<file path="src/rtl/chg_pkg.sv">
// Shared types, constants and small lookup functions for the color harmony generator.
// No dependencies; imported by every other file of the block.
package chg_pkg;

  localparam logic [2:0] OP_COMP  = 3'd0;
  localparam logic [2:0] OP_SPLIT = 3'd1;
  localparam logic [2:0] OP_ANLG  = 3'd2;
  localparam logic [2:0] OP_TRIAD = 3'd3;
  localparam logic [2:0] OP_TETR  = 3'd4;

  localparam logic [15:0] HUE_FULL   = 16'd23040;  // 360 degrees in 1/64 degree
  localparam logic [11:0] HUE_SECTOR = 12'd3840;   // 60 degrees
  localparam logic [7:0]  CH_MAX     = 8'd255;
  localparam logic [15:0] L_HALF     = 16'd16384;  // 0.5 in Q1.15

  // One queue entry: the base color in HSL (c already derived) plus the raw color.
  typedef struct packed {
    logic [2:0]  op;
    logic [7:0]  r;
    logic [7:0]  g;
    logic [7:0]  b;
    logic [14:0] h;
    logic [15:0] c;
    logic [15:0] l;
  } hsl_t;

  // Number of result colors per mode.
  function automatic logic [1:0] res_count(input logic [2:0] op);
    logic [1:0] n;
    case (op)
      OP_COMP: n = 2'd1;
      OP_TETR: n = 2'd3;
      default: n = 2'd2;
    endcase
    return n;
  endfunction

  // Hue rotation in 1/64 degree for result idx of a mode.
  function automatic logic [14:0] angle_off(input logic [2:0] op, input logic [1:0] idx);
    logic [14:0] a;
    case (op)
      OP_SPLIT: a = (idx == 2'd0) ? 15'd13440 : 15'd9600;   // +210, +150
      OP_ANLG:  a = (idx == 2'd0) ? 15'd1920  : 15'd21120;  // +30, -30
      OP_TRIAD: a = (idx == 2'd0) ? 15'd7680  : 15'd15360;  // +120, +240
      OP_TETR: begin
        case (idx)
          2'd0:    a = 15'd5760;   // +90
          2'd1:    a = 15'd11520;  // +180
          default: a = 15'd17280;  // +270
        endcase
      end
      default:  a = 15'd0;
    endcase
    return a;
  endfunction

endpackage

</file>
<file path="src/rtl/chg_queue.sv">
// Small FIFO of converted colors between front end and back end.
// Uses chg_pkg for the entry type.
module chg_queue #(
  parameter int unsigned DEPTH = 4
) (
  input  logic          clk_i,
  input  logic          rst_ni,
  input  logic          push_i,
  input  chg_pkg::hsl_t ent_i,
  output logic          full_o,
  input  logic          pop_i,
  output logic          nempty_o,
  output chg_pkg::hsl_t ent_o
);
  import chg_pkg::*;

  localparam int unsigned PW = (DEPTH > 1) ? $clog2(DEPTH) : 1;
  localparam int unsigned CW = $clog2(DEPTH + 1);

  hsl_t          mem_q [DEPTH];
  logic [PW-1:0] wr_q, rd_q;
  logic [CW-1:0] cnt_q;

  assign full_o   = (cnt_q == CW'(DEPTH));
  assign nempty_o = (cnt_q != '0);
  assign ent_o    = mem_q[rd_q];

  always_ff @(posedge clk_i or negedge rst_ni) begin
    if (!rst_ni) begin
      wr_q  <= '0;
      rd_q  <= '0;
      cnt_q <= '0;
    end else begin
      if (push_i) wr_q <= (wr_q == PW'(DEPTH - 1)) ? '0 : wr_q + 1'b1;
      if (pop_i)  rd_q <= (rd_q == PW'(DEPTH - 1)) ? '0 : rd_q + 1'b1;
      if (push_i && !pop_i) cnt_q <= cnt_q + 1'b1;
      else if (pop_i && !push_i) cnt_q <= cnt_q - 1'b1;
    end
  end

  always_ff @(posedge clk_i) begin
    if (push_i) mem_q[wr_q] <= ent_i;
  end

endmodule

</file>
<file path="config.mk">
export PLATFORM = sky130hd
export DESIGN_NAME = chg_queue
export DESIGN_NICKNAME = d
export VERILOG_FILES = /design/src/rtl/chg_pkg.sv /design/src/rtl/chg_queue.sv
export SDC_FILE = /design/constraint.sdc
export NUM_CORES = 1
export LEC_CHECK = 0
export BUFFER_PORTS_ARGS = -buffer_cell sky130_fd_sc_hd__buf_2
export CORE_MARGIN = 1.5
export CORE_UTILIZATION = 55
export CTS_BUF_LIST = sky130_fd_sc_hd__clkbuf_4 sky130_fd_sc_hd__clkbuf_8
export CTS_CLUSTER_DIAMETER = 150
export CTS_CLUSTER_SIZE = 8
export DETAILED_ROUTE_END_ITERATION = 7
export PLACE_DENSITY = 0.88
export SLEW_MARGIN = 0
export SYNTH_ARGS = -nofsm -noshare
export SYNTH_HDL_FRONTEND = slang
export SYNTH_SLANG_ARGS = --single-unit
export TNS_END_PERCENT = 30
</file>
<file path="constraint.sdc">
create_clock -name clk_i -period 5.3 [get_ports clk_i]
set_input_delay 1.06 -clock clk_i [delete_from_list [all_inputs] [get_ports clk_i]]
set_output_delay 1.06 -clock clk_i [all_outputs]
set_load 0.02 [all_outputs]
</file>
======== Word level (Yosys, flattened, before mapping) ========
Memory sizes are Yosys's and may differ from the RTL's.
Cells that the tools add are included.
Widths: inputs -> output; s select.
operators by class
  $add $sub $neg .......................... 4
  equality and inequality tests ........... 3
  muxes and demuxes ....................... 6
  reduce and logical (&&, ||, !) cells .... 6
operators by type and width
  cell                 number
  $mux 3               2
  $add 2x1->2 const B  2
  $eq 2x2->1 const B   2
  $mux 2               2
  $add 3x1->3 const B  1
  $eq 3x3->1 const B   1
  $reduce_bool 3->1    1
  $sub 3x1->3 const B  1
  $logic_and 1x1->1    2
  $logic_not 1->1      2
  $mux 1               2
  $reduce_bool 2->1    1
storage, ports and cells
  bits in registers ....................... 7
  RAM bits ................................ 296
  input bits .............................. 78
  output and inout port bits .............. 76
  logic and storage cells ................. 23
  memories ................................ 1
memory list
  name   words  bits a word  rd ports  clocked after Yosys merged registers in  wr ports  line             RTL
  mem_q  4      74           1         0                                        1         chg_queue.sv:20  hsl_t mem_q [DEPTH];

======== Depth between registers and ports, before layout ========
  word-level depth ........................ 4
  depth in mapped cells ................... 7

======== Worst setup path before layout ========
Ideal clock, no wire load.
  path type ............................... input port to flip-flop
  start point ............................. input port push_i
  end point ............................... memory mem_q[1][0] in the netlist's numbering, enable pin
  setup time .............................. 0.440 ns
  arrival ................................. 2.789 ns
  required time ........................... 4.860 ns
  setup slack ............................. 2.071 ns
  cell stages on the path ................. 1
  path buffers ............................ 0
  path through ............................ and2_1
on the way
  longest elaborated chain between the ends .. 2
ends and longest elaborated chain
  element                       line             RTL
  start: declaration            chg_queue.sv:8   input logic push_i,
  $mux 1                        chg_queue.sv:42  if (push_i) mem_q[wr_q] <= ent_i;
  $mux 1 (implied by the code)  chg_queue.sv:42
  end: declaration              chg_queue.sv:20
Every way passes these cells.

==> impl_metrics.csv <==
group,metric,value,unit
yosys,synth_edf_count,296,
yosys,syn_nets,509,
placed_design,dp.cells,826,
die,dieWidth,145,µm
yosys,synth.avg_cell_area,26.3,µm²
worst_setup_path,crit_type,"reg -> out",
route,ant_nets,0,
sta,rsz0062_at_grt,"false",
die,start_util,56.7,%
sta,slew-limit-headroom,23.0,%
power_and_ir_drop,leakage,4.39,nW
power_and_ir_drop,power_switching,2.19,mW
finish,fillers,1296,
placed_design,gp_congestion,0.714,
power_and_ir_drop,swShare,31.1,%
route,drt_iter0_drc,325,
min_path,hp-class,"in -> async",
yosys,synth_top_area_cell,"edfxtp_1",
worst_setup_path,worstSetupEndpointType,"output port",
yosys,synth_cells,424,
route,drc_errors,0,
sta,fin_ws,1.58,ns
power_and_ir_drop,clkPwrFrac,23.0,%
job,maxCapViolCount,0,
finish,fin_nets,691,
power_and_ir_drop,cellInternalPower,4.84,mW
cts,insertion_delay,0.52,ns
cts,hold_buffers,0,
finish,instances_no_fill,888,
cts,cts-root-buf,"clkbuf_8",
cts,cts_tree,"built",
placed_design,pre_cts_ws,2.06,ns
finish,drive_gt1_share,47.9,%
worst_setup_path,cp.required,4.24,ns
yosys,ys_ff_latch,303,
placed_design,portBuffers,153,
die,io_pins,154,
route,drt-pass1-iter-count,4,
sta,min_period,3.72,ns
yosys,synthTopCellsByArea,"edfxtp_1 80%, mux4_2 15%, dfrtp_1 1.6%, buf_12 0.72%, ha_1 0.67%",
die,num_rows,51,
finish,areaGrowthSynthToFinish,15.3,%
cts,cts_buffer_depth,3,
power_and_ir_drop,p_comb_share,28.7,%
die,die_y,145,µm
grt,grt_max_degree,77,
yosys,syn_area,11100,µm²
worst_setup_path,critPathLaunchType,"register",
yosys,synthFlopType,"edfxtp_1",
die,die-area,21100,µm²
power_and_ir_drop,pwr-share-seq,48.2,%
sta,tns,0,ns
sta,hold_viol,0,
cts,cts-buffers-inserted,43,
yosys,ys_warn_count,0,
sta,setup_viol,0,
power_and_ir_drop,vdd_ir_drop_max,0.373,mV
cts,cts_setup_buffers,0,
route,vias,4961,
sta,fin_crit_sh,70.1,%
yosys,ys_seq_area_share,81.4,%
sta,skew,0.00993,ns
sta,worst_pin_slew,1.16,ns
grt,grt_util_all_layers,19.1,%
grt,grt_pass1_wl,30600,µm
yosys,yosysUniqueCellTypes,21,
sta,max_clock_freq,0.269,GHz
cts,cts_sinks,303,
route,avgRoutedWirePerCell,22.0,µm
yosys,yosysTopAreaCellShare,79.8,%
power_and_ir_drop,powerDensity,548,nW/µm²
cts,ctsResizeCount,0,
yosys,async_reset_ff_share,2.31,%
cts,htree_levels,2,
route,routed_wl,19500,µm
worst_setup_path,critical_path.max_fanout,40,
worst_setup_path,worstPathArrival,2.66,ns
placed_design,dp_hpwl,11500,µm
cts,clkTransAtPathRegs,0.07,ns
die,core_area,19700,µm²
grt,antenna_found_initial,2,
sta,slew_violations,0,
outcome,status,"finished, final reports clean",
grt,grt_pass1_vias,5496,
route,vias_per_cell,5.59,
grt,grt_overflow_total,0,
## state kept, by name (all words and copies together), names as in the netlist
| register | flops |
|---|---|
| cnt_q | 3 |
| wr_q | 2 |
| mem_q | 296 |
| rd_q | 2 |
## placed cells by master, fill, tap and decap left out
master and count:
nor2_1 3, nand2_1 2, diode_2 1, dfrtp_1 5, xor2_1 2, or3_1 1
dfrtp_4 2, mux2_2 3, inv_6 1, and2_4 4, ha_1 6, buf_2 153
o21ai_0 2, edfxtp_1 296, fa_1 1, clkbuf_4 15, clkinvlp_4 1, xnor2_1 1
mux4_2 74, inv_1 4, buf_12 1, clkbuf_8 44, nor3b_1 1
## final cells by class
type | instances | area, µm² | area share (%)
Sequential cell | 303 | 9070 | 70.6
Multi-Input combinational cell | 100 | 1900 | 14.8
Timing Repair Buffer | 154 | 786 | 6.12
Clock buffer | 59 | 718 | 5.59
Tap cell | 265 | 332 | 2.58
Clock inverter | 2 | 16.3 | 0.127
Inverter | 4 | 15.0 | 0.117
Antenna cell | 1 | 2.50 | 0.0195
## power by group through the flow
stage,clock network [mW],logic [mW],registers (mW)
2_1_floorplan,0,1.69,3.21
3_3_place_gp,0,2.01,3.41
3_5_place_dp,0,2.06,3.45
4_1_cts,1.66,2.06,3.41
5_1_grt,1.77,2.14,3.44
6_report,1.62,2.02,3.39
## path summary, 6_finish.rpt
path | start | end | slack (ns) | cells past startpoint
min in group clk_i | cnt_q[2]$_DFFE_PN0P_ | cnt_q[2]$_DFFE_PN0P_ | 0.52 | 1
worst min register to register | cnt_q[2]$_DFFE_PN0P_ | cnt_q[2]$_DFFE_PN0P_ | 0.52 | 1
worst max register to register | wr_q[0]$_DFFE_PN0P_ | mem_q[0][41]$_DFFE_PP_ | 3.28 | 3
max in group asynchronous | rst_ni | rd_q[0]$_DFFE_PN0P_ | 4.77 | 1
worst min-delay path | rst_ni | rd_q[1]$_DFFE_PN0P_ | 0.36 | 1
worst max-delay path | rd_q[0]$_DFFE_PN0P_ | ent_o[13] | 1.58 | 3
## worst max-delay path, cell delays in order, from the launching register on
cell and delay [ns]:
dfrtp_4 0.93, buf_12 0.39, mux4_2 0.57, buf_2 0.18
## cell families (layout without fill, tap and decap cells)
group                      Yosys count  in the layout  synth area share, %
other                                0              1                    0
AOI/OAI and AO/OA                    2              2               0.0899
and+or+nand+nor                     11             11                0.517
DFF                                303            303                 81.4
buffers and inverters               21            219                 1.63
xor gates and xnor gates             3              3                0.236
muxes                               77             77                 15.3
adders and majority gates            7              7                0.854
## cell usage after synthesis (3+ instances only)
cell / n
buf_12: 4
inv_1: 4
buf_2: 6
ha_1: 6
edfxtp_1: 296
mux2_2: 3
dfrtp_1: 7
mux4_2: 74
and2_1: 4
buf_4: 3
nor2_1: 3
## stage by stage
stage | power, mW | instance area (µm²) | hold slack (ns) | util (%)
after detailed placement | 5.51 | 12100 | 0.505 | 61.6
after global routing | 7.36 | 12800 | 0.334 | 65.3
after CTS | 7.13 | 12800 | 0.327 | 65.3
final | 7.03 | 12800 | 0.356 | 65.3
after floorplan | 4.90 | 11100 | 0.449 | -
after global placement | 5.42 | 12100 | 0.464 | 61.6
## layer usage
metal / vias to the layer above / global-route usage [%] / share of wire (%)
met5: - / 0 / 0.072
li1: 2169 / - / -
met1: 2565 / 25.1 / 40
met2: 190 / 31.8 / 52
met3: 35 / 4.91 / 6.4
met4: 2 / 5.41 / 1.9
Power figures use the tool's default switching activity.
