$ cat src/rtl/chg_pkg.sv
// Shared types, constants and small lookup functions for the color harmony generator.
// No dependencies; imported by every other file of the block.
package chg_pkg;

  localparam logic [2:0] OP_COMP  = 3'd0;
  localparam logic [2:0] OP_SPLIT = 3'd1;
  localparam logic [2:0] OP_ANLG  = 3'd2;
  localparam logic [2:0] OP_TRIAD = 3'd3;
  localparam logic [2:0] OP_TETR  = 3'd4;

  localparam logic [15:0] HUE_FULL   = 16'd23040;  // 360 degrees in 1/64 degree
  localparam logic [11:0] HUE_SECTOR = 12'd3840;   // 60 degrees
  localparam logic [7:0]  CH_MAX     = 8'd255;
  localparam logic [15:0] L_HALF     = 16'd16384;  // 0.5 in Q1.15

  // One queue entry: the base color in HSL (c already derived) plus the raw color.
  typedef struct packed {
    logic [2:0]  op;
    logic [7:0]  r;
    logic [7:0]  g;
    logic [7:0]  b;
    logic [14:0] h;
    logic [15:0] c;
    logic [15:0] l;
  } hsl_t;

  // Number of result colors per mode.
  function automatic logic [1:0] res_count(input logic [2:0] op);
    logic [1:0] n;
    case (op)
      OP_COMP: n = 2'd1;
      OP_TETR: n = 2'd3;
      default: n = 2'd2;
    endcase
    return n;
  endfunction

  // Hue rotation in 1/64 degree for result idx of a mode.
  function automatic logic [14:0] angle_off(input logic [2:0] op, input logic [1:0] idx);
    logic [14:0] a;
    case (op)
      OP_SPLIT: a = (idx == 2'd0) ? 15'd13440 : 15'd9600;   // +210, +150
      OP_ANLG:  a = (idx == 2'd0) ? 15'd1920  : 15'd21120;  // +30, -30
      OP_TRIAD: a = (idx == 2'd0) ? 15'd7680  : 15'd15360;  // +120, +240
      OP_TETR: begin
        case (idx)
          2'd0:    a = 15'd5760;   // +90
          2'd1:    a = 15'd11520;  // +180
          default: a = 15'd17280;  // +270
        endcase
      end
      default:  a = 15'd0;
    endcase
    return a;
  endfunction

endpackage

$ cat src/rtl/chg_front.sv
// Front end: takes input transfers and converts RGB to hue / chroma / lightness.
// Two restoring dividers (saturation, hue) run side by side, one quotient bit per stage;
// lightness is a constant division done by reciprocal multiplication. Uses chg_pkg.
module chg_front (
  input  logic          clk_i,
  input  logic          rst_ni,
  input  logic          valid_i,
  output logic          stall_o,
  input  logic [2:0]    op_i,
  input  logic [7:0]    red_in_i,
  input  logic [7:0]    green_in_i,
  input  logic [7:0]    blue_in_i,
  input  logic          full_i,
  output logic          push_o,
  output chg_pkg::hsl_t ent_o
);
  import chg_pkg::*;

  localparam int unsigned NSTEP = 16;

  typedef struct packed {
    logic [8:0]  rem;
    logic [15:0] nq;   // remaining numerator bits on top, quotient bits shift in below
    logic [8:0]  dv;
  } lane_t;

  typedef struct packed {
    logic [15:0] lum;
    lane_t       sat;
    lane_t       hue;
    logic [2:0]  op;
    logic [7:0]  r;
    logic [7:0]  g;
    logic [7:0]  b;
    logic        grey;
    logic        neg;
    logic [1:0]  sel;
  } dstage_t;

  typedef struct packed {
    logic [2:0]  op;
    logic [7:0]  r;
    logic [7:0]  g;
    logic [7:0]  b;
    logic [14:0] h;
    logic [15:0] s;
    logic [15:0] l;
  } fin_t;

  function automatic lane_t lane_step(input lane_t a);
    lane_t      o;
    logic [9:0] t;
    logic       ge;
    t     = {a.rem, a.nq[15]};
    ge    = (t >= {1'b0, a.dv});
    o     = a;
    o.rem = ge ? 9'(t - {1'b0, a.dv}) : t[8:0];
    o.nq  = {a.nq[14:0], ge};
    return o;
  endfunction

  function automatic lane_t lane_init(input logic [23:0] num, input logic [8:0] dv);
    lane_t o;
    o.rem = {1'b0, num[23:16]};
    o.nq  = num[15:0];
    o.dv  = dv;
    return o;
  endfunction

  function automatic dstage_t stage_step(input dstage_t a);
    dstage_t o;
    o     = a;
    o.sat = lane_step(a.sat);
    o.hue = lane_step(a.hue);
    return o;
  endfunction

  logic        en;
  logic        s0_v_q;
  logic [2:0]  s0_op_q;
  logic [7:0]  s0_r_q, s0_g_q, s0_b_q;
  logic        dv_v_q [NSTEP+1];
  dstage_t     dv_q   [NSTEP+1];
  logic        f_v_q;
  fin_t        f_q;
  logic        c_v_q;
  hsl_t        c_q;

  // stage 1 classification
  logic [7:0]  mx, mn, d, mag;
  logic [8:0]  sum, sdiv;
  logic [1:0]  sel;
  logic        neg;
  logic [15:0] ly;
  logic [23:0] lrec;
  dstage_t     s1;

  // finish stage
  dstage_t     dl;
  logic [15:0] base, qh, hv;
  fin_t        fin;

  // chroma stage
  logic [16:0] l2, lop;
  logic [32:0] cp;
  hsl_t        cn;

  assign en      = !c_v_q || !full_i;
  assign stall_o = !en;
  assign push_o  = c_v_q && !full_i;
  assign ent_o   = c_q;

  always_comb begin
    mx = s0_r_q;
    mn = s0_r_q;
    if (s0_g_q > mx) mx = s0_g_q;
    if (s0_b_q > mx) mx = s0_b_q;
    if (s0_g_q < mn) mn = s0_g_q;
    if (s0_b_q < mn) mn = s0_b_q;
    d    = mx - mn;
    sum  = {1'b0, mx} + {1'b0, mn};
    sdiv = (sum < 9'd255) ? sum : 9'(9'd510 - sum);
    if (d == 8'd0) sdiv = 9'd1;
    if (mx == s0_r_q) begin
      sel = 2'd0;
      neg = s0_g_q < s0_b_q;
      mag = neg ? s0_b_q - s0_g_q : s0_g_q - s0_b_q;
    end else if (mx == s0_g_q) begin
      sel = 2'd1;
      neg = s0_b_q < s0_r_q;
      mag = neg ? s0_r_q - s0_b_q : s0_b_q - s0_r_q;
    end else begin
      sel = 2'd2;
      neg = s0_r_q < s0_g_q;
      mag = neg ? s0_g_q - s0_r_q : s0_r_q - s0_g_q;
    end
    // L = (sum*32768 + 255) / 510 = 64*sum + (64*sum + 127) / 255,
    // the last term by reciprocal: floor(y/255) = ((y+1)*257) >> 16 for y < 32768
    ly     = {1'b0, sum, 6'd0} + 16'd128;
    lrec   = 24'(ly) * 24'd257;
    s1.lum = {1'b0, sum, 6'd0} + {8'd0, lrec[23:16]};
    s1.sat  = lane_init({1'b0, d, 15'd0}, sdiv);
    s1.hue  = lane_init(24'(mag) * 24'(HUE_SECTOR), (d == 8'd0) ? 9'd1 : {1'b0, d});
    s1.op   = s0_op_q;
    s1.r    = s0_r_q;
    s1.g    = s0_g_q;
    s1.b    = s0_b_q;
    s1.grey = (d == 8'd0);
    s1.neg  = neg;
    s1.sel  = sel;
  end

  always_comb begin
    dl = dv_q[NSTEP];
    qh = dl.hue.nq;
    case (dl.sel)
      2'd0:    base = 16'd0;
      2'd1:    base = 16'd7680;
      default: base = 16'd15360;
    endcase
    if (!dl.neg) hv = base + qh;
    else if (qh > base) hv = base + HUE_FULL - qh;
    else hv = base - qh;
    fin.op = dl.op;
    fin.r  = dl.r;
    fin.g  = dl.g;
    fin.b  = dl.b;
    fin.h  = dl.grey ? 15'd0 : hv[14:0];
    fin.s  = dl.grey ? 16'd0 : dl.sat.nq;
    fin.l  = dl.lum;
  end

  always_comb begin
    l2    = {f_q.l, 1'b0};
    lop   = (f_q.l <= L_HALF) ? l2 : 17'(17'h10000 - l2);
    cp    = 33'(f_q.s) * 33'(lop);
    cn.op = f_q.op;
    cn.r  = f_q.r;
    cn.g  = f_q.g;
    cn.b  = f_q.b;
    cn.h  = f_q.h;
    cn.c  = cp[30:15];
    cn.l  = f_q.l;
  end

  always_ff @(posedge clk_i or negedge rst_ni) begin
    if (!rst_ni) begin
      s0_v_q <= 1'b0;
      for (int i = 0; i <= NSTEP; i++) dv_v_q[i] <= 1'b0;
      f_v_q  <= 1'b0;
      c_v_q  <= 1'b0;
    end else if (en) begin
      // undefined modes are taken and dropped here
      s0_v_q    <= valid_i && (op_i <= OP_TETR);
      dv_v_q[0] <= s0_v_q;
      for (int i = 1; i <= NSTEP; i++) dv_v_q[i] <= dv_v_q[i-1];
      f_v_q     <= dv_v_q[NSTEP];
      c_v_q     <= f_v_q;
    end
  end

  always_ff @(posedge clk_i) begin
    if (en) begin
      s0_op_q <= op_i;
      s0_r_q  <= red_in_i;
      s0_g_q  <= green_in_i;
      s0_b_q  <= blue_in_i;
      dv_q[0] <= s1;
      for (int i = 1; i <= NSTEP; i++) dv_q[i] <= stage_step(dv_q[i-1]);
      f_q <= fin;
      c_q <= cn;
    end
  end

endmodule

$ cat config.mk
export PLATFORM = sky130hd
export DESIGN_NAME = chg_front
export DESIGN_NICKNAME = d
export VERILOG_FILES = /design/src/rtl/chg_pkg.sv /design/src/rtl/chg_front.sv
export SDC_FILE = /design/constraint.sdc
export NUM_CORES = 2
export LEC_CHECK = 0
export BUFFER_PORTS_ARGS = -buffer_cell sky130_fd_sc_hd__buf_2
export CAP_MARGIN = 20
export CELL_PAD_IN_SITES_DETAIL_PLACEMENT = 0
export CELL_PAD_IN_SITES_GLOBAL_PLACEMENT = 1
export CORE_UTILIZATION = 49
export DETAILED_ROUTE_END_ITERATION = 7
export PLACE_DENSITY_LB_ADDON = 0.1
export SYNTH_ARGS = -nofsm -noshare
export SYNTH_HDL_FRONTEND = slang
export SYNTH_SLANG_ARGS = --single-unit
$ cat constraint.sdc
create_clock -name clk_i -period 52.9 [get_ports clk_i]
set_clock_uncertainty 0.1 [all_clocks]
set_input_delay 2.645 -clock clk_i [delete_from_list [all_inputs] [get_ports clk_i]]
set_output_delay 2.645 -clock clk_i [all_outputs]
set_load 0.02 [all_outputs]
======== After elaboration in Yosys (flattened, before gate mapping) ========
Memory sizes are Yosys's and may differ from the RTL's.
Cells that the tools add are included.
word-level totals
  memories ................................ 1
  input port bits ......................... 31
  bits in writable memories ............... 1955
  output and inout port bits .............. 76
  word-level logic and storage cells ...... 198
  bits in registers ....................... 195
cells by class
  $lt $le $gt $ge ......................... 43
  reduce and logical (&&, ||, !) cells .... 8
  mux-type cells .......................... 54
  $add $sub $neg .......................... 48
  multipliers ............................. 3
  eq/ne operators ......................... 3
memory list
  name  depth  width  read ports  clocked after memory_dff  write ports  RTL line         text
  dv_q  17     115    17          0                         17           chg_front.sv:83  dstage_t dv_q [NSTEP+1];
operators by type and width
  cell                      count
  $ge A10 B9 Y1             32
  $mux W9                   34
  $sub A9 B9 Y9             32
  $mux W8                   10
  $sub A8 B8 Y8             7
  $lt A8 B8 Y1              5
  $mul A16 B17 Y31          1
  $mux W15                  2
  $pmux W14 S2              1
  $mul A16 B9 Y24 const B   1
  $mux W17                  1
  $sub A17 B17 Y17 const A  1
  $add A15 B8 Y16           1
  $add A15 B8 Y16 const B   1
  $eq A8 B8 Y1              2
  $gt A16 B14 Y1            1
  $gt A8 B8 Y1              2
  $le A16 B15 Y1 const B    1
  $add A14 B15 Y15          1
  $add A14 B15 Y15 const B  1
  $sub A14 B15 Y15          1
  $sub A15 B15 Y15          1
  $mul A8 B4 Y12 const B    1
  $add A8 B8 Y9             1
  11 further kinds          18

======== Depth between registers and ports, before layout ========
  depth in word-level cells ............... 8
  gate-level depth with buffers ........... 40
  mapped depth without buffers ............ 37

======== Worst setup path after synthesis ========
OpenSTA, ideal clock, no wires.
  path type ............................... input port to output port
  start point ............................. in full_i
  end point ............................... out stall_o
  stages .................................. 3
  path buffers ............................ 1
  arrival time ............................ 60.703 ns
  required time ........................... 50.155 ns
  setup slack ............................. -10.548 ns
  path through ............................ nand2_1 > buf_1 > inv_1
between the ends
  word-level cells in the longest chain between the ends .. 3
ends and longest elaborated chain
  element             RTL line          text
  from (decl)         chg_front.sv:13   input logic full_i,
  $logic_not A1 Y1    chg_front.sv:108  assign en = !c_v_q || !full_i;
  $logic_or A1 B1 Y1  chg_front.sv:108
  $logic_not A1 Y1    chg_front.sv:109  assign stall_o = !en;
  to (decl)           chg_front.sv:8    output logic stall_o,
No other way between the ends.

==> metrics.md <==
| Metric | Value |
|---|---|
| Final WS setup | `around 44 ns` |
| CTS Buf Count | `around 180` |
| Critical Path AT | `roughly 9.8 ns` |
| Largest net degree at the start of global routing | `between 150 and 200` |
| # fillers | `13,700` |
| Detailed-route vias per instance | `slightly above 5` |
| Placed cells | `7,886` |
| Min cycle time layout | `roughly 9.4 ns` |
| Design Area, Final | `between 90,000 and 100,000 µm²` |
| Port bufs | `between 100 and 150` |
| Area growth syn-to-layout | `11.2%` |
| Number of synthesized register bits | `between 1,500 and 2,000` |
| Share of layout cells above drive strength 1 | `between 9 and 10%` |
| R2r worst-path depth | `34` |
| Gr ovfl total | `0` |
| Critical path class | `reg -> reg` |
| Number of DRC violations after detailed-routing iteration 0 | `around 2,400` |
| Synth Net Count | `between 6,000 and 7,000` |
| Vias in the first global route | `42,700` |
| Register area share after synthesis | `roughly 66%` |
| Max clock buf depth | `3` |
| Gr usage total | `between 10% and 20%` |
| Yosys warns | `0` |
| Row count | `~150` |
| Routed Antenna Nets | `0` |
| Slew HR | `roughly a third` |
| Failing checks | `design-rule violations` |
| Critical-path maximum fanout | `14` |
| CP most frequent cell | `ha_1` |
| Initial Util | `slightly below 50%` |
| Storage cell area | `around 55,000 µm²` |
| Max Cap Violations | `0` |
| Pins Over Slew Limit | `0` |
| Total number of vias | `~41,000` |
| Area of placed instances | `between 80,000 and 90,000 µm²` |
| Area occupied by multi-input gates | `between 20,000 and 30,000 µm²` |
| RSZ-0062 raised after global routing | `false` |
| DR WL/cell | `around 17 µm` |
| Die Wd | `around 410 µm` |
| Clock insertion delay at the later pin of the skew report | `about 0.84 ns` |
| Final setup fails | `0` |
| Post-synth top flop | `edfxtp_1` |
| Fmax | `roughly 110 MHz` |
| DRC violations left | `1` |
| Die H | `between 400 and 500 µm` |
| Clock Sinks | `roughly 1,800` |
| Worst Path Required | `53.33 ns` |
| Hold crit path type | `reg -> reg` |
| WHS Path Cells | `0` |
| Reg clk slew, reported paths | `roughly 0.060 ns` |
| Routed WL | `about 140,000 µm` |
| GPL Wtd Cong | `approximately 0.85` |
| Final period util | `between 15 and 20%` |
| Status | `complete, but fails checks` |
| Diode count | `0` |
| Worst slew pin tran | `approximately 1.0 ns` |
| Critical path's largest stage delay | `between 0.6 and 0.7 ns` |
| Worst setup SP type | `flop` |
| I/O pin cnt | `about 110` |
| Ys async rst share | `between 1 and 1.5%` |
| Crit. End Element | `flop` |
| CTS tree | `done` |
| Fin cells | `8,230` |
| Hold Fails Final Rpt | `0` |
| Mean Syn Cell Area | `around 15 µm²` |
| CTS Root Cell | `clkbuf_16` |
| Die Area | `around 170,000 µm²` |
| Antenna violations before repair | `1` |
| Hpwl dp | `95,000 µm` |
| Post_cts resized | `0` |
| Slowest CP cell | `a21oi_2` |
| TNS Setup | `0 ns` |
| Post-synth EDFFs | `~1,800` |
| Mapped Cells | `around 5,600` |
| Synth cell types | `85` |
| Hold_buf cts | `0` |
| Maximum level of the CTS H-tree | `4` |
| DRT Pass-1 Iters | `8` |
| Synthesized cell area | `83,500 µm²` |
| First-pass GRT wire length | `225,000 µm` |
| Final nets | `6,612` |
| Pre-CTS setup slack | `about 43 ns` |
| Post-CTS setup buffers | `0` |
| Core Region | `between 150,000 and 200,000 µm²` |
## layout make-up
type	instances	area share (%)
flip-flops and latches	1840	59.4
repair buffers	153	1.01
inverters	635	2.57
multi-input cells	3042	27.5
clock inverters	128	1.31
clock buffers	214	5.13
well taps	2218	2.99
## cells in the mapped netlist, drive strengths merged, types with 4 or more instances
cell type / n / area share (%)
and3: 4 / 0.030
mux2: 86 / 1.2
o21a: 19 / 0.17
nand2b: 63 / 0.47
nor3b: 5 / 0.045
ha: 478 / 7.2
a21boi: 31 / 0.29
clkbuf: 81 / 0.36
edfxtp: 1820 / 65
o21ai: 150 / 0.95
a222oi: 4 / 0.048
a22oi: 6 / 0.054
xor2: 75 / 0.79
or4: 4 / 0.036
nand4: 63 / 0.49
o31ai: 8 / 0.072
nor3: 31 / 0.19
o211a: 16 / 0.19
nand4bb: 6 / 0.081
fa: 247 / 5.9
o22ai: 6 / 0.061
dfrtp: 20 / 0.60
mux2i: 47 / 0.56
and2: 111 / 0.83
nor4: 7 / 0.078
o221ai: 20 / 0.21
nand2: 286 / 1.3
a21o: 194 / 1.7
nor2b: 98 / 0.73
nand3b: 10 / 0.090
nand3: 30 / 0.18
a22o: 4 / 0.042
a211oi: 21 / 0.19
a31oi: 6 / 0.045
buf: 14 / 0.11
inv: 635 / 2.9
or3: 8 / 0.061
xnor2: 223 / 2.4
a21oi: 307 / 1.9
nor2: 310 / 1.4
o21bai: 21 / 0.19
## logic make-up (layout without fill, tap and decap cells)
family                     Yosys count  in the layout  synth area share (%)
AOI/OAI and AO/OA                  841            841                  6.51
xor gates and xnor gates           298            298                  3.15
adders and majority gates          725            725                  13.1
buffers and inverters              730           1130                  3.33
DFF                               1840           1840                  66.1
muxes                              133            133                  1.72
and+or+nand+nor                   1045           1045                  6.10
## stage by stage
stage,hold WS [ns],utilization [%]
after floorplan,0.300,-
after global placement,0.300,51.2
after detailed placement,0.305,51.2
after CTS,0.295,54.8
after global routing,0.296,54.8
final,0.293,54.8
## state kept, by name, summed over array words and instances (netlist names)
signal and count:
cn 58, s0_b_q 8, s0_v_q 1, dv_q 1645
s0_op_q 3, f_v_q 1, s0_r_q 8, f_q 16
s0_g_q 8, c_v_q 1, ent_o 74, dv_v_q 17
## worst max-delay path, delay by kind of cell (launching register included)
kind / cells / cell delay (ns)
adders and majority gates: 8 / 2.47
buffers and inverters: 2 / 0.39
AOI/OAI and AO/OA: 11 / 3.09
xor gates and xnor gates: 3 / 0.53
and+or+nand+nor: 9 / 1.45
DFF: 1 / 0.61
muxes: 1 / 0.43
## cells in the final DEF, fill, tap and decap left out, types with 31 or more instances in the layout
| cell | instances |
|---|---|
| nor3_1 | 31 |
| fa_1 | 247 |
| nand4_1 | 61 |
| o21ai_0 | 127 |
| nand2_1 | 284 |
| clkbuf_16 | 186 |
| edfxtp_1 | 1820 |
| xor2_1 | 74 |
| mux2i_1 | 47 |
| inv_1 | 634 |
| buf_2 | 106 |
| and2_1 | 111 |
| nand2b_1 | 63 |
| nor2b_1 | 98 |
| buf_4 | 44 |
| nor2_1 | 309 |
| clkinv_2 | 42 |
| xnor2_1 | 218 |
| ha_1 | 478 |
| a21o_1 | 194 |
| clkinv_1 | 42 |
| a21oi_1 | 299 |
| mux2_2 | 83 |
## layer usage
metal  share of wire [%]  vias up  wire length, µm  global-route usage [%]
met5                   0        -                0                       0
met4                 2.1        0             2940                    4.83
met3                 3.8      220             5220                    3.14
met2                  49      536            66600                    27.4
met1                  45    20000            62100                    21.5
li1                    -    20600                -                       -
## worst paths after layout
check                                end     startpoint  slack (ns)
max                         dv_q[0][110]      s0_r_q[4]       43.53
max in group asynchronous     dv_v_q[14]         rst_ni       50.70
min in group asynchronous          c_v_q         rst_ni        1.69
max reg2reg                 dv_q[0][110]      s0_r_q[4]       43.53
min reg2reg                dv_q[0][1486]  dv_q[0][1371]        0.29
min                        dv_q[0][1486]  dv_q[0][1371]        0.29
Power is not shown: default switching activity piles up to over one toggle a cycle in this logic, so the estimate is an artifact.
