## src/rtl/chg_pkg.sv

```systemverilog
// Shared types, constants and small lookup functions for the color harmony generator.
// No dependencies; imported by every other file of the block.
package chg_pkg;

  localparam logic [2:0] OP_COMP  = 3'd0;
  localparam logic [2:0] OP_SPLIT = 3'd1;
  localparam logic [2:0] OP_ANLG  = 3'd2;
  localparam logic [2:0] OP_TRIAD = 3'd3;
  localparam logic [2:0] OP_TETR  = 3'd4;

  localparam logic [15:0] HUE_FULL   = 16'd23040;  // 360 degrees in 1/64 degree
  localparam logic [11:0] HUE_SECTOR = 12'd3840;   // 60 degrees
  localparam logic [7:0]  CH_MAX     = 8'd255;
  localparam logic [15:0] L_HALF     = 16'd16384;  // 0.5 in Q1.15

  // One queue entry: the base color in HSL (c already derived) plus the raw color.
  typedef struct packed {
    logic [2:0]  op;
    logic [7:0]  r;
    logic [7:0]  g;
    logic [7:0]  b;
    logic [14:0] h;
    logic [15:0] c;
    logic [15:0] l;
  } hsl_t;

  // Number of result colors per mode.
  function automatic logic [1:0] res_count(input logic [2:0] op);
    logic [1:0] n;
    case (op)
      OP_COMP: n = 2'd1;
      OP_TETR: n = 2'd3;
      default: n = 2'd2;
    endcase
    return n;
  endfunction

  // Hue rotation in 1/64 degree for result idx of a mode.
  function automatic logic [14:0] angle_off(input logic [2:0] op, input logic [1:0] idx);
    logic [14:0] a;
    case (op)
      OP_SPLIT: a = (idx == 2'd0) ? 15'd13440 : 15'd9600;   // +210, +150
      OP_ANLG:  a = (idx == 2'd0) ? 15'd1920  : 15'd21120;  // +30, -30
      OP_TRIAD: a = (idx == 2'd0) ? 15'd7680  : 15'd15360;  // +120, +240
      OP_TETR: begin
        case (idx)
          2'd0:    a = 15'd5760;   // +90
          2'd1:    a = 15'd11520;  // +180
          default: a = 15'd17280;  // +270
        endcase
      end
      default:  a = 15'd0;
    endcase
    return a;
  endfunction

endpackage

```

## src/rtl/chg_back.sv

```systemverilog
// Back end: issues one rotated hue per cycle from the queue head unless empty or stalled
// and turns it into RGB. Six-stage pipeline ending in the output register. Uses chg_pkg.
module chg_back (
  input  logic          clk_i,
  input  logic          rst_ni,
  input  logic          nempty_i,
  input  chg_pkg::hsl_t ent_i,
  output logic          pop_o,
  output logic          valid_o,
  input  logic          stall_i,
  output logic [7:0]    red_out_o,
  output logic [7:0]    green_out_o,
  output logic [7:0]    blue_out_o,
  output logic          last_o
);
  import chg_pkg::*;

  typedef struct packed {
    logic [2:0]  k;
    logic [15:0] c;
    logic [15:0] m;
    logic        comp;
    logic [7:0]  r;
    logic [7:0]  g;
    logic [7:0]  b;
    logic        last;
  } side_t;

  function automatic logic [7:0] chan(input logic [15:0] part, input logic [15:0] m);
    logic [16:0] s;
    logic [24:0] p;
    s = {1'b0, part} + {1'b0, m};
    p = {s, 8'd0} - 25'(s);
    return (p[24:15] > 10'd255) ? CH_MAX : p[22:15];
  endfunction

  logic        en, issue, ilast;
  logic [1:0]  idx_q;
  logic        a_v_q, b_v_q, c_v_q, d_v_q, e_v_q, o_v_q;
  hsl_t        a_ent_q;
  logic [1:0]  a_idx_q;
  logic        a_last_q;
  side_t       b_s_q, c_s_q, d_s_q, e_s_q;
  logic [11:0] b_fp_q;
  logic [26:0] c_p_q;
  logic [18:0] d_v_q19;
  logic [18:0] d_q0_q;
  logic [15:0] e_x_q;
  logic [7:0]  o_r_q, o_g_q, o_b_q;
  logic        o_last_q;

  // stage A logic
  logic [15:0] hsum, hr;
  logic [2:0]  k;
  logic [15:0] f;
  logic [11:0] fp;
  logic [15:0] ch;
  side_t       sa;
  // later stages
  logic [26:0] pn;
  logic [34:0] rp;
  logic [18:0] rem;
  logic [15:0] xn;
  logic [15:0] pr, pg, pb;

  assign en    = !o_v_q || !stall_i;
  assign issue = nempty_i && en;
  assign ilast = (idx_q == 2'(res_count(ent_i.op) - 2'd1));
  assign pop_o = issue && ilast;

  always_comb begin
    hsum = {1'b0, a_ent_q.h} + {1'b0, angle_off(a_ent_q.op, a_idx_q)};
    hr   = (hsum >= HUE_FULL) ? hsum - HUE_FULL : hsum;
    if      (hr >= 16'd19200) k = 3'd5;
    else if (hr >= 16'd15360) k = 3'd4;
    else if (hr >= 16'd11520) k = 3'd3;
    else if (hr >= 16'd7680)  k = 3'd2;
    else if (hr >= 16'd3840)  k = 3'd1;
    else                      k = 3'd0;
    f  = hr - 16'(k) * 16'(HUE_SECTOR);
    fp = k[0] ? 12'(HUE_SECTOR - f[11:0]) : f[11:0];
    ch = {1'b0, a_ent_q.c[15:1]};
    sa.k    = k;
    sa.c    = a_ent_q.c;
    sa.m    = (ch > a_ent_q.l) ? 16'd0 : a_ent_q.l - ch;
    sa.comp = (a_ent_q.op == OP_COMP);
    sa.r    = a_ent_q.r;
    sa.g    = a_ent_q.g;
    sa.b    = a_ent_q.b;
    sa.last = a_last_q;
  end

  // x = c*f/3840: product, then /256 as a shift and /15 by reciprocal with one fixup
  assign pn  = 27'(b_s_q.c) * 27'(b_fp_q);
  assign rp  = 35'(c_p_q[26:8]) * 35'd34952;
  assign rem = d_v_q19 - 19'(d_q0_q * 19'd15);
  assign xn  = (rem >= 19'd15) ? 16'(d_q0_q + 19'd1) : d_q0_q[15:0];

  always_comb begin
    case (e_s_q.k)
      3'd0:    begin pr = e_s_q.c; pg = e_x_q;   pb = 16'd0;   end
      3'd1:    begin pr = e_x_q;   pg = e_s_q.c; pb = 16'd0;   end
      3'd2:    begin pr = 16'd0;   pg = e_s_q.c; pb = e_x_q;   end
      3'd3:    begin pr = 16'd0;   pg = e_x_q;   pb = e_s_q.c; end
      3'd4:    begin pr = e_x_q;   pg = 16'd0;   pb = e_s_q.c; end
      default: begin pr = e_s_q.c; pg = 16'd0;   pb = e_x_q;   end
    endcase
  end

  always_ff @(posedge clk_i or negedge rst_ni) begin
    if (!rst_ni) begin
      idx_q <= '0;
      a_v_q <= 1'b0;
      b_v_q <= 1'b0;
      c_v_q <= 1'b0;
      d_v_q <= 1'b0;
      e_v_q <= 1'b0;
      o_v_q <= 1'b0;
    end else if (en) begin
      if (issue) idx_q <= ilast ? 2'd0 : idx_q + 2'd1;
      a_v_q <= issue;
      b_v_q <= a_v_q;
      c_v_q <= b_v_q;
      d_v_q <= c_v_q;
      e_v_q <= d_v_q;
      o_v_q <= e_v_q;
    end
  end

  always_ff @(posedge clk_i) begin
    if (en) begin
      a_ent_q  <= ent_i;
      a_idx_q  <= idx_q;
      a_last_q <= ilast;
      b_s_q    <= sa;
      b_fp_q   <= fp;
      c_s_q    <= b_s_q;
      c_p_q    <= pn;
      d_s_q    <= c_s_q;
      d_v_q19  <= c_p_q[26:8];
      d_q0_q   <= 19'(rp[34:19]);
      e_s_q    <= d_s_q;
      e_x_q    <= xn;
      o_r_q    <= e_s_q.comp ? CH_MAX - e_s_q.r : chan(pr, e_s_q.m);
      o_g_q    <= e_s_q.comp ? CH_MAX - e_s_q.g : chan(pg, e_s_q.m);
      o_b_q    <= e_s_q.comp ? CH_MAX - e_s_q.b : chan(pb, e_s_q.m);
      o_last_q <= e_s_q.last;
    end
  end

  assign valid_o     = o_v_q;
  assign red_out_o   = o_r_q;
  assign green_out_o = o_g_q;
  assign blue_out_o  = o_b_q;
  assign last_o      = o_last_q;

endmodule

```

## config.mk

```make
export PLATFORM = sky130hd
export DESIGN_NAME = chg_back
export DESIGN_NICKNAME = d
export VERILOG_FILES = /design/src/rtl/chg_pkg.sv /design/src/rtl/chg_back.sv
export SDC_FILE = /design/constraint.sdc
export NUM_CORES = 1
export LEC_CHECK = 0
export ABC_AREA = 1
export BUFFER_PORTS_ARGS = -buffer_cell sky130_fd_sc_hd__buf_2
export CAP_MARGIN = 20
export CELL_PAD_IN_SITES_DETAIL_PLACEMENT = 2
export CELL_PAD_IN_SITES_GLOBAL_PLACEMENT = 2
export CORE_ASPECT_RATIO = 0.6
export CORE_MARGIN = 2
export CORE_UTILIZATION = 35
export DETAILED_ROUTE_END_ITERATION = 7
export PLACE_DENSITY_LB_ADDON = 0.1
export SKIP_CTS_REPAIR_TIMING = 1
export SLEW_MARGIN = 25
export SYNTH_ARGS = -nofsm -noshare
export SYNTH_HDL_FRONTEND = slang
export SYNTH_SLANG_ARGS = --single-unit
```

## constraint.sdc

```tcl
create_clock -name clk_i -period 32 [get_ports clk_i]
set_input_delay 3.2 -clock clk_i [delete_from_list [all_inputs] [get_ports clk_i]]
set_output_delay 3.2 -clock clk_i [all_outputs]
set_load 0.02 [all_outputs]
```

# == Yosys cells after proc, flatten, opt, wreduce, memory -nomap -nowiden ==
# Index checks and enable logic that the tools add are counted.
# op_classes
n_mul,4
bitwise,0
eq_ne,11
div_mod_pow,0
n_mux,24
addsub,18
n_reduce_logical,16
shift,0
n_lt_le_gt_ge,11
# ops
operator,count
$pmux 16 s2,3
$sub 25x17->25,3
$pmux 15 s4,1
$add 16x16->17,3
$mux 8,6
$ge 16x14->1 const B,2
$ge 16x15->1 const B,2
$mul 19x13->32 const B,1
$mux 16,2
$gt 10x8->1 const B,3
$pmux 15 s2,1
$mul 16x12->27,1
$sub 8x8->8 const A,3
$ge 19x4->1 const B,1
$mul 16x4->19 const B,1
$sub 19x19->19,1
$add 15x15->16,1
$add 16x1->16 const B,1
$ge 16x12->1 const B,1
$ge 16x13->1 const B,1
$gt 15x16->1,1
$sub 16x15->16,1
$sub 16x15->16 const B,1
$mux 15,1
other kinds (24),42
# totals
mem_count,0
regBits,444
mem_bits_ro,0
latchBits,0
mem_bits_rw,0

# == Longest topological paths before layout ==
# Gate-level depths: netlist of the first run.
# logic_depth
ltp_word,16
depth_mapped,42
ltp_nobuf,41

# == Least setup slack after synthesis of the first run ==
# No wires, ideal clock.
# synth_path
path_kind,input to output
from,input stall_i
to,output pop_o
setup_slack_ns,15.238
stages,5
arrival_time_ns,13.562
n_path_buf,0
required_time_ns,28.800
cell_sequence,nand2_1 > nand2_1 > inv_1 > nand2_1 > inv_1
# synth_between
elab_chain_len,4
# synth_lines
item,line,source
from (decl),chg_back.sv:10,"input logic stall_i,"
$logic_not 1->1,chg_back.sv:66,assign en = !o_v_q || !stall_i;
$logic_or 1x1->1,chg_back.sv:66,
$logic_and 1x1->1,chg_back.sv:67,assign issue = nempty_i && en;
$logic_and 1x1->1,chg_back.sv:69,assign pop_o = issue && ilast;
to (decl),chg_back.sv:8,"output logic pop_o,"
# No other way between the ends.

# == Worst setup path in the final report of the first run ==
# Ends and elaborated chain as after synthesis.

==> results of run 1 <==
[kinds of logic (layout without fill, tap and decap cells)]
family	count (synthesis)	count (layout)
flip-flops	436	436
AO/OA/AOI/OAI	384	384
XOR/XNOR	130	130
multiplexers	3	3
AND/OR/NAND/NOR	1029	1029
buffers and inverters	628	768
adder cells (fa/ha/maj)	492	492
[cells in the mapped netlist (6+ instances only)]
master / instances / area, sq um
nand3b_1: 6 / 45.0
or2_2: 12 / 75.1
fa_1: 206 / 4120
dfrtp_1: 8 / 200
nor3_1: 32 / 160
nand2_1: 606 / 2270
clkbuf_1: 54 / 203
o211ai_1: 7 / 52.6
inv_1: 569 / 2140
o21bai_1: 17 / 128
ha_1: 286 / 3580
a21o_1: 11 / 82.6
xnor2_1: 39 / 342
nand2_2: 15 / 93.8
o21ai_0: 100 / 500
nand4_1: 37 / 231
nand3_1: 132 / 661
edfxtp_1: 428 / 12900
a21oi_1: 161 / 806
nor2_1: 167 / 627
a31oi_1: 7 / 43.8
o22ai_1: 48 / 300
xor2_1: 91 / 797
[state kept, by name, summed over array words and instances, names as in the netlist, 16 cells and up]
name	flops
d_s_q	61
e_x_q	16
e_s_q	61
c_p_q	19
d_v_q19	19
b_s_q	61
a_ent_q	74
c_s_q	61
d_q0_q	16
[through the flow]
| stage | worst slack, ns | area (sq um) | hold slack, ns | std cells | utilization [%] |
|---|---|---|---|---|---|
| detailed placement | 24.22 | 32700 | 0.405 | 4315 | 37.4 |
| global route | 24.06 | 34300 | 0.426 | 4403 | 39.2 |
| finish | 24.27 | 34300 | 0.413 | 4403 | 39.2 |
| floorplan | 15.24 | 30900 | 0.400 | 3102 | - |
| global placement | 24.29 | 32700 | 0.400 | 4315 | 37.4 |
| CTS | 24.22 | 34300 | 0.416 | 4403 | 39.2 |
[final timing paths]
kind | endpoint | slack [ns]
max | pop_o | 24.27
min | c_s_q[32]$_DFFE_PN_ | 0.41
max reg2reg | b_fp_q[11]$_DFFE_PN_ | 25.42
min reg2reg | c_s_q[32]$_DFFE_PN_ | 0.41
max in group asynchronous | e_v_q$_DFFE_PN0N_ | 29.39
min in group asynchronous | b_v_q$_DFFE_PN0N_ | 2.43
[worst max-delay path, stage by stage]
cell	delay, ns
buf_2	0.12
nand2_4	0.54
nand2_1	0.21
inv_1	0.14
nand2_1	0.10
inv_1	0.06
buf_2	0.15
[cell type report]
cell class	count	area (sq um)	area share, %
tap	1161	1450	4.24
timing repair buffer	110	582	1.70
sequential	436	13100	38.1
clock inverter	31	374	1.09
inverter	570	2140	6.24
multi-input combinational	2038	15500	45.1
clock buffer	57	1230	3.60
[metal layers]
layer / GRT usage [%] / routed length, um
met2: 30.9 / 38400
met5: 0 / 46
met4: 3.58 / 1310
met3: 2.97 / 3900
met1: 31.7 / 48700
==> results.cfg, run 1 <==
[logic_synthesis]
synth_flop_cell = edfxtp_1
synthDistinctLibCells = 58
synthArstFlopShare_pct = 1.83
synth_top_family_by_area = adder cells
ys_ff_latch = 436
syn_area_sq_um = 30900
syn_inst = 3102
synth-compound-area-share_pct = 7.12
syn_avg_cell_area_sq_um = 9.95
synth_edf_count = 428
yosys.area_share.simple_pct = 14.2
synth_seq_area_share_pct = 42.3
synth_nets = 3672
synth.area.mux_share_pct = 0.109
synth-adder-area-share_pct = 24.9
synth-xor-area-share_pct = 3.69
ys_warn_count = 0

[die]
core_area_sq_um = 87400
die-width_um = 387
num_rows = 84
initial_core_util_pct = 35.3
ioPinCount = 105
die_h_um = 234
die_area_sq_um = 90700

[layout]
nets = 3773
drive_gt1_share_pct = 7.34
area_delta_synth_final_pct = 11.1
final_common_cell = nand2_1
num-fill-cells = 9428
final_cell_mix = 605 x nand2_1, 568 x inv_1, 428 x edfxtp_1, 286 x ha_1, 206 x fa_1
diodes = 0

[worst_hold_path]
hold_depth = 0
hold_path_startpoint = b_s_q[32]$_SDFFCE_PN0N_
min_path_type = flip-flop to flip-flop

[timing]
tightest_slew_ns = 1.05
finalHoldViolCount = 0
period_share_pct = 24.2
max_slew_margin_pct = 30.1
fin_tns_setup_ns = 0
final_max_slew_viol_count = 0
period_minus_slack_ns = 7.73
rsz0062_at_grt = false
timing.fmax_mhz = 129
finClkSkew_ns = 0.0527
finalSetupViolCount = 0

[grt]
grt_pass1_wl_mm = 144
overflow = 0
grt_max_degree = 164
antenna_found_initial = 1
grt_usage_pct = 20.6
grt_pass1_vias = 24638

[clock_tree]
numCtsBuffers = 47
numClockSinks = 436
cts_max_path_buffers = 3
htree_levels = 2
root_buffer = clkbuf_16
clk_latency_ns = 0.64
clkTransAtPathRegs_ns = 0.06
cts_tree = done

[detailed_routing]
drc = 0
wl_per_cell_um = 21.0
drtIter0Drc = 1158
drt-total-wl_mm = 92.3
route.antenna.remaining_nets = 0
drt_first_pass_iters = 5
num_vias = 22093
via_per_inst = 5.02

[worst_setup_path]
r2r_start = a_ent_q[71]$_DFFE_PN_
crit_start = stall_i
path_max_fanout = 58
rr_worst_depth = 37
crit_type = input pin to output port
cp.arrival_ns = 4.53
endpoint_kind = output port
worstPathRequired_ns = 28.80
cp-start-kind = input pin

[placed_design]
dp_hpwl_mm = 73.1
gp_congestion = 0.850
port_buffers = 104

[flow_run]
timing.max_cap.violations = 0

[run_status]
status = completed
Power of run 1 is left out: the tool's default activity adds up to more than one toggle a clock period on the data nets, which glitch-free logic cannot reach.
==> run 2: changes to the inputs <==
- clock period: 32 -> 6.35 ns (I/O delays scaled with it)
==> results.cfg, run 2 (synthesis gave the netlist of run 1 again) <==
[timing]
finalHoldViolCount = 0
period_share_pct = 94.8
finalWorstSetupSlack_ns = 0.329
max_slew_margin_pct = 26.2
finClkSkew_ns = 0.0337
period_minus_slack_ns = 6.02
whs_ns = 0.182
timing.fmax_mhz = 166
finalSetupViolCount = 0
tightest_slew_ns = 1.11
final_max_slew_viol_count = 0
rsz0062_at_grt = true

[worst_setup_path]
endpoint_kind = flip-flop
cp.arrival_ns = 6.35
path_max_fanout = 10
worstPathRequired_ns = 6.68
r2r_start = b_s_q[46]$_DFFE_PN_
cp-start-kind = flip-flop
rr_endpoint = c_p_q[25]$_DFFE_PN_
rr_worst_depth = 21
crit_type = flip-flop to flip-flop
r2r_slack_ns = 0.33

[detailed_routing]
route.antenna.remaining_nets = 0
drtIter0Drc = 1335
via_per_inst = 4.99
drc = 0
wl_per_cell_um = 20.8
drt-total-wl_mm = 92.6
num_vias = 22206
drt_first_pass_iters = 5

[die]
die_area_sq_um = 90700
initial_core_util_pct = 35.3
core_area_sq_um = 87400
num_rows = 84
die_h_um = 234
die-width_um = 387
ioPinCount = 105

[layout]
largest_reg_flops = 74
multi_input_area_sq_um = 15600
final-seq-area_sq_um = 13100
final_area_sq_um = 34700
area_delta_synth_final_pct = 12.4
nets = 3819
drive_gt1_share_pct = 9.07
fin_util_pct = 39.7
largest-register = a_ent_q
num-fill-cells = 9469
final_common_cell = nand2_1
final_cell_mix = 601 x nand2_1, 569 x inv_1, 428 x edfxtp_1, 285 x ha_1, 206 x fa_1

[placed_design]
gp_congestion = 0.843
dp_hpwl_mm = 74.3
pre_cts_slack_ns = -0.0715
port_buffers = 104
placed_area_sq_um = 32900

[grt]
grt_pass1_vias = 24699
grt_pass1_wl_mm = 145
overflow = 0
grt_max_degree = 162
antenna_found_initial = 2
grt_usage_pct = 20.7

[clock_tree]
clk_latency_ns = 0.63
numClockSinks = 436
htree_levels = 2
root_buffer = clkbuf_16
cts_max_path_buffers = 3
clkTransAtPathRegs_ns = 0.07
cts_tree = done
numCtsBuffers = 46

[run_status]
status = completed

[flow_run]
timing.max_cap.violations = 0

[worst_hold_path]
min_path_type = input pin to flip-flop
hold_depth = 1
hold_path_startpoint = ent_i[16]
holdPathEnd = a_ent_q[16]$_DFFE_PN_
[run 2: layout make-up]
cell class,instances,area share [%]
flip-flops and latches,436,37.6
repair buffers,157,2.80
inverters,570,6.17
diodes,1,0.00721
well taps,1161,4.19
clock buffers,54,3.40
multi-input cells,2038,44.8
clock inverters,31,0.992
[run 2: through the flow]
stage	cells	setup TNS [ns]
floorplan	3102	0
global placement	4342	0
detailed placement	4342	-0.0715
CTS	4427	-0.0699
global route	4447	-0.146
finish	4448	0
[run 2: worst max path at each step]
stage / from / to / slack [ns] / cells after the start
after global placement: a_ent_q[71]$_DFFE_PN_ / b_fp_q[11]$_DFFE_PN_ / 0.32 / 37
final: b_s_q[46]$_DFFE_PN_ / c_p_q[25]$_DFFE_PN_ / 0.33 / 21
after floorplan: b_fp_q[11]$_DFFE_PN_ / c_p_q[25]$_DFFE_PN_ / 0.73 / 22
after CTS: a_ent_q[71]$_DFFE_PN_ / b_fp_q[11]$_DFFE_PN_ / -0.07 / 37
after detailed placement: a_ent_q[71]$_DFFE_PN_ / b_fp_q[11]$_DFFE_PN_ / -0.07 / 37
after global routing: a_ent_q[72]$_DFFE_PN_ / b_fp_q[11]$_DFFE_PN_ / -0.14 / 38
[run 2: worst max-delay path, cell delays in order, from the launching register on]
cell,delay [ns]
edfxtp_1,0.72
buf_4,0.24
nand2_1,0.08
fa_1,0.46
inv_1,0.08
ha_1,0.15
inv_1,0.06
fa_1,0.54
inv_1,0.06
fa_1,0.47
fa_1,0.52
ha_1,0.38
a21oi_1,0.20
a21boi_0,0.38
o21bai_1,0.12
a21oi_1,0.34
nor2_1,0.08
or2_2,0.31
a21o_1,0.19
nand2_1,0.06
o311ai_0,0.14
xor2_1,0.17
[run 2: per-layer routing]
metal / global-route usage, % / vias up / share of wire (%)
li1: - / 10513 / -
met1: 31.6 / 11293 / 53
met2: 30.7 / 320 / 41
met3: 3.70 / 80 / 4.6
met4: 3.66 / 0 / 1.4
met5: 0 / - / 0
Power of run 2 is left out for the same reason.
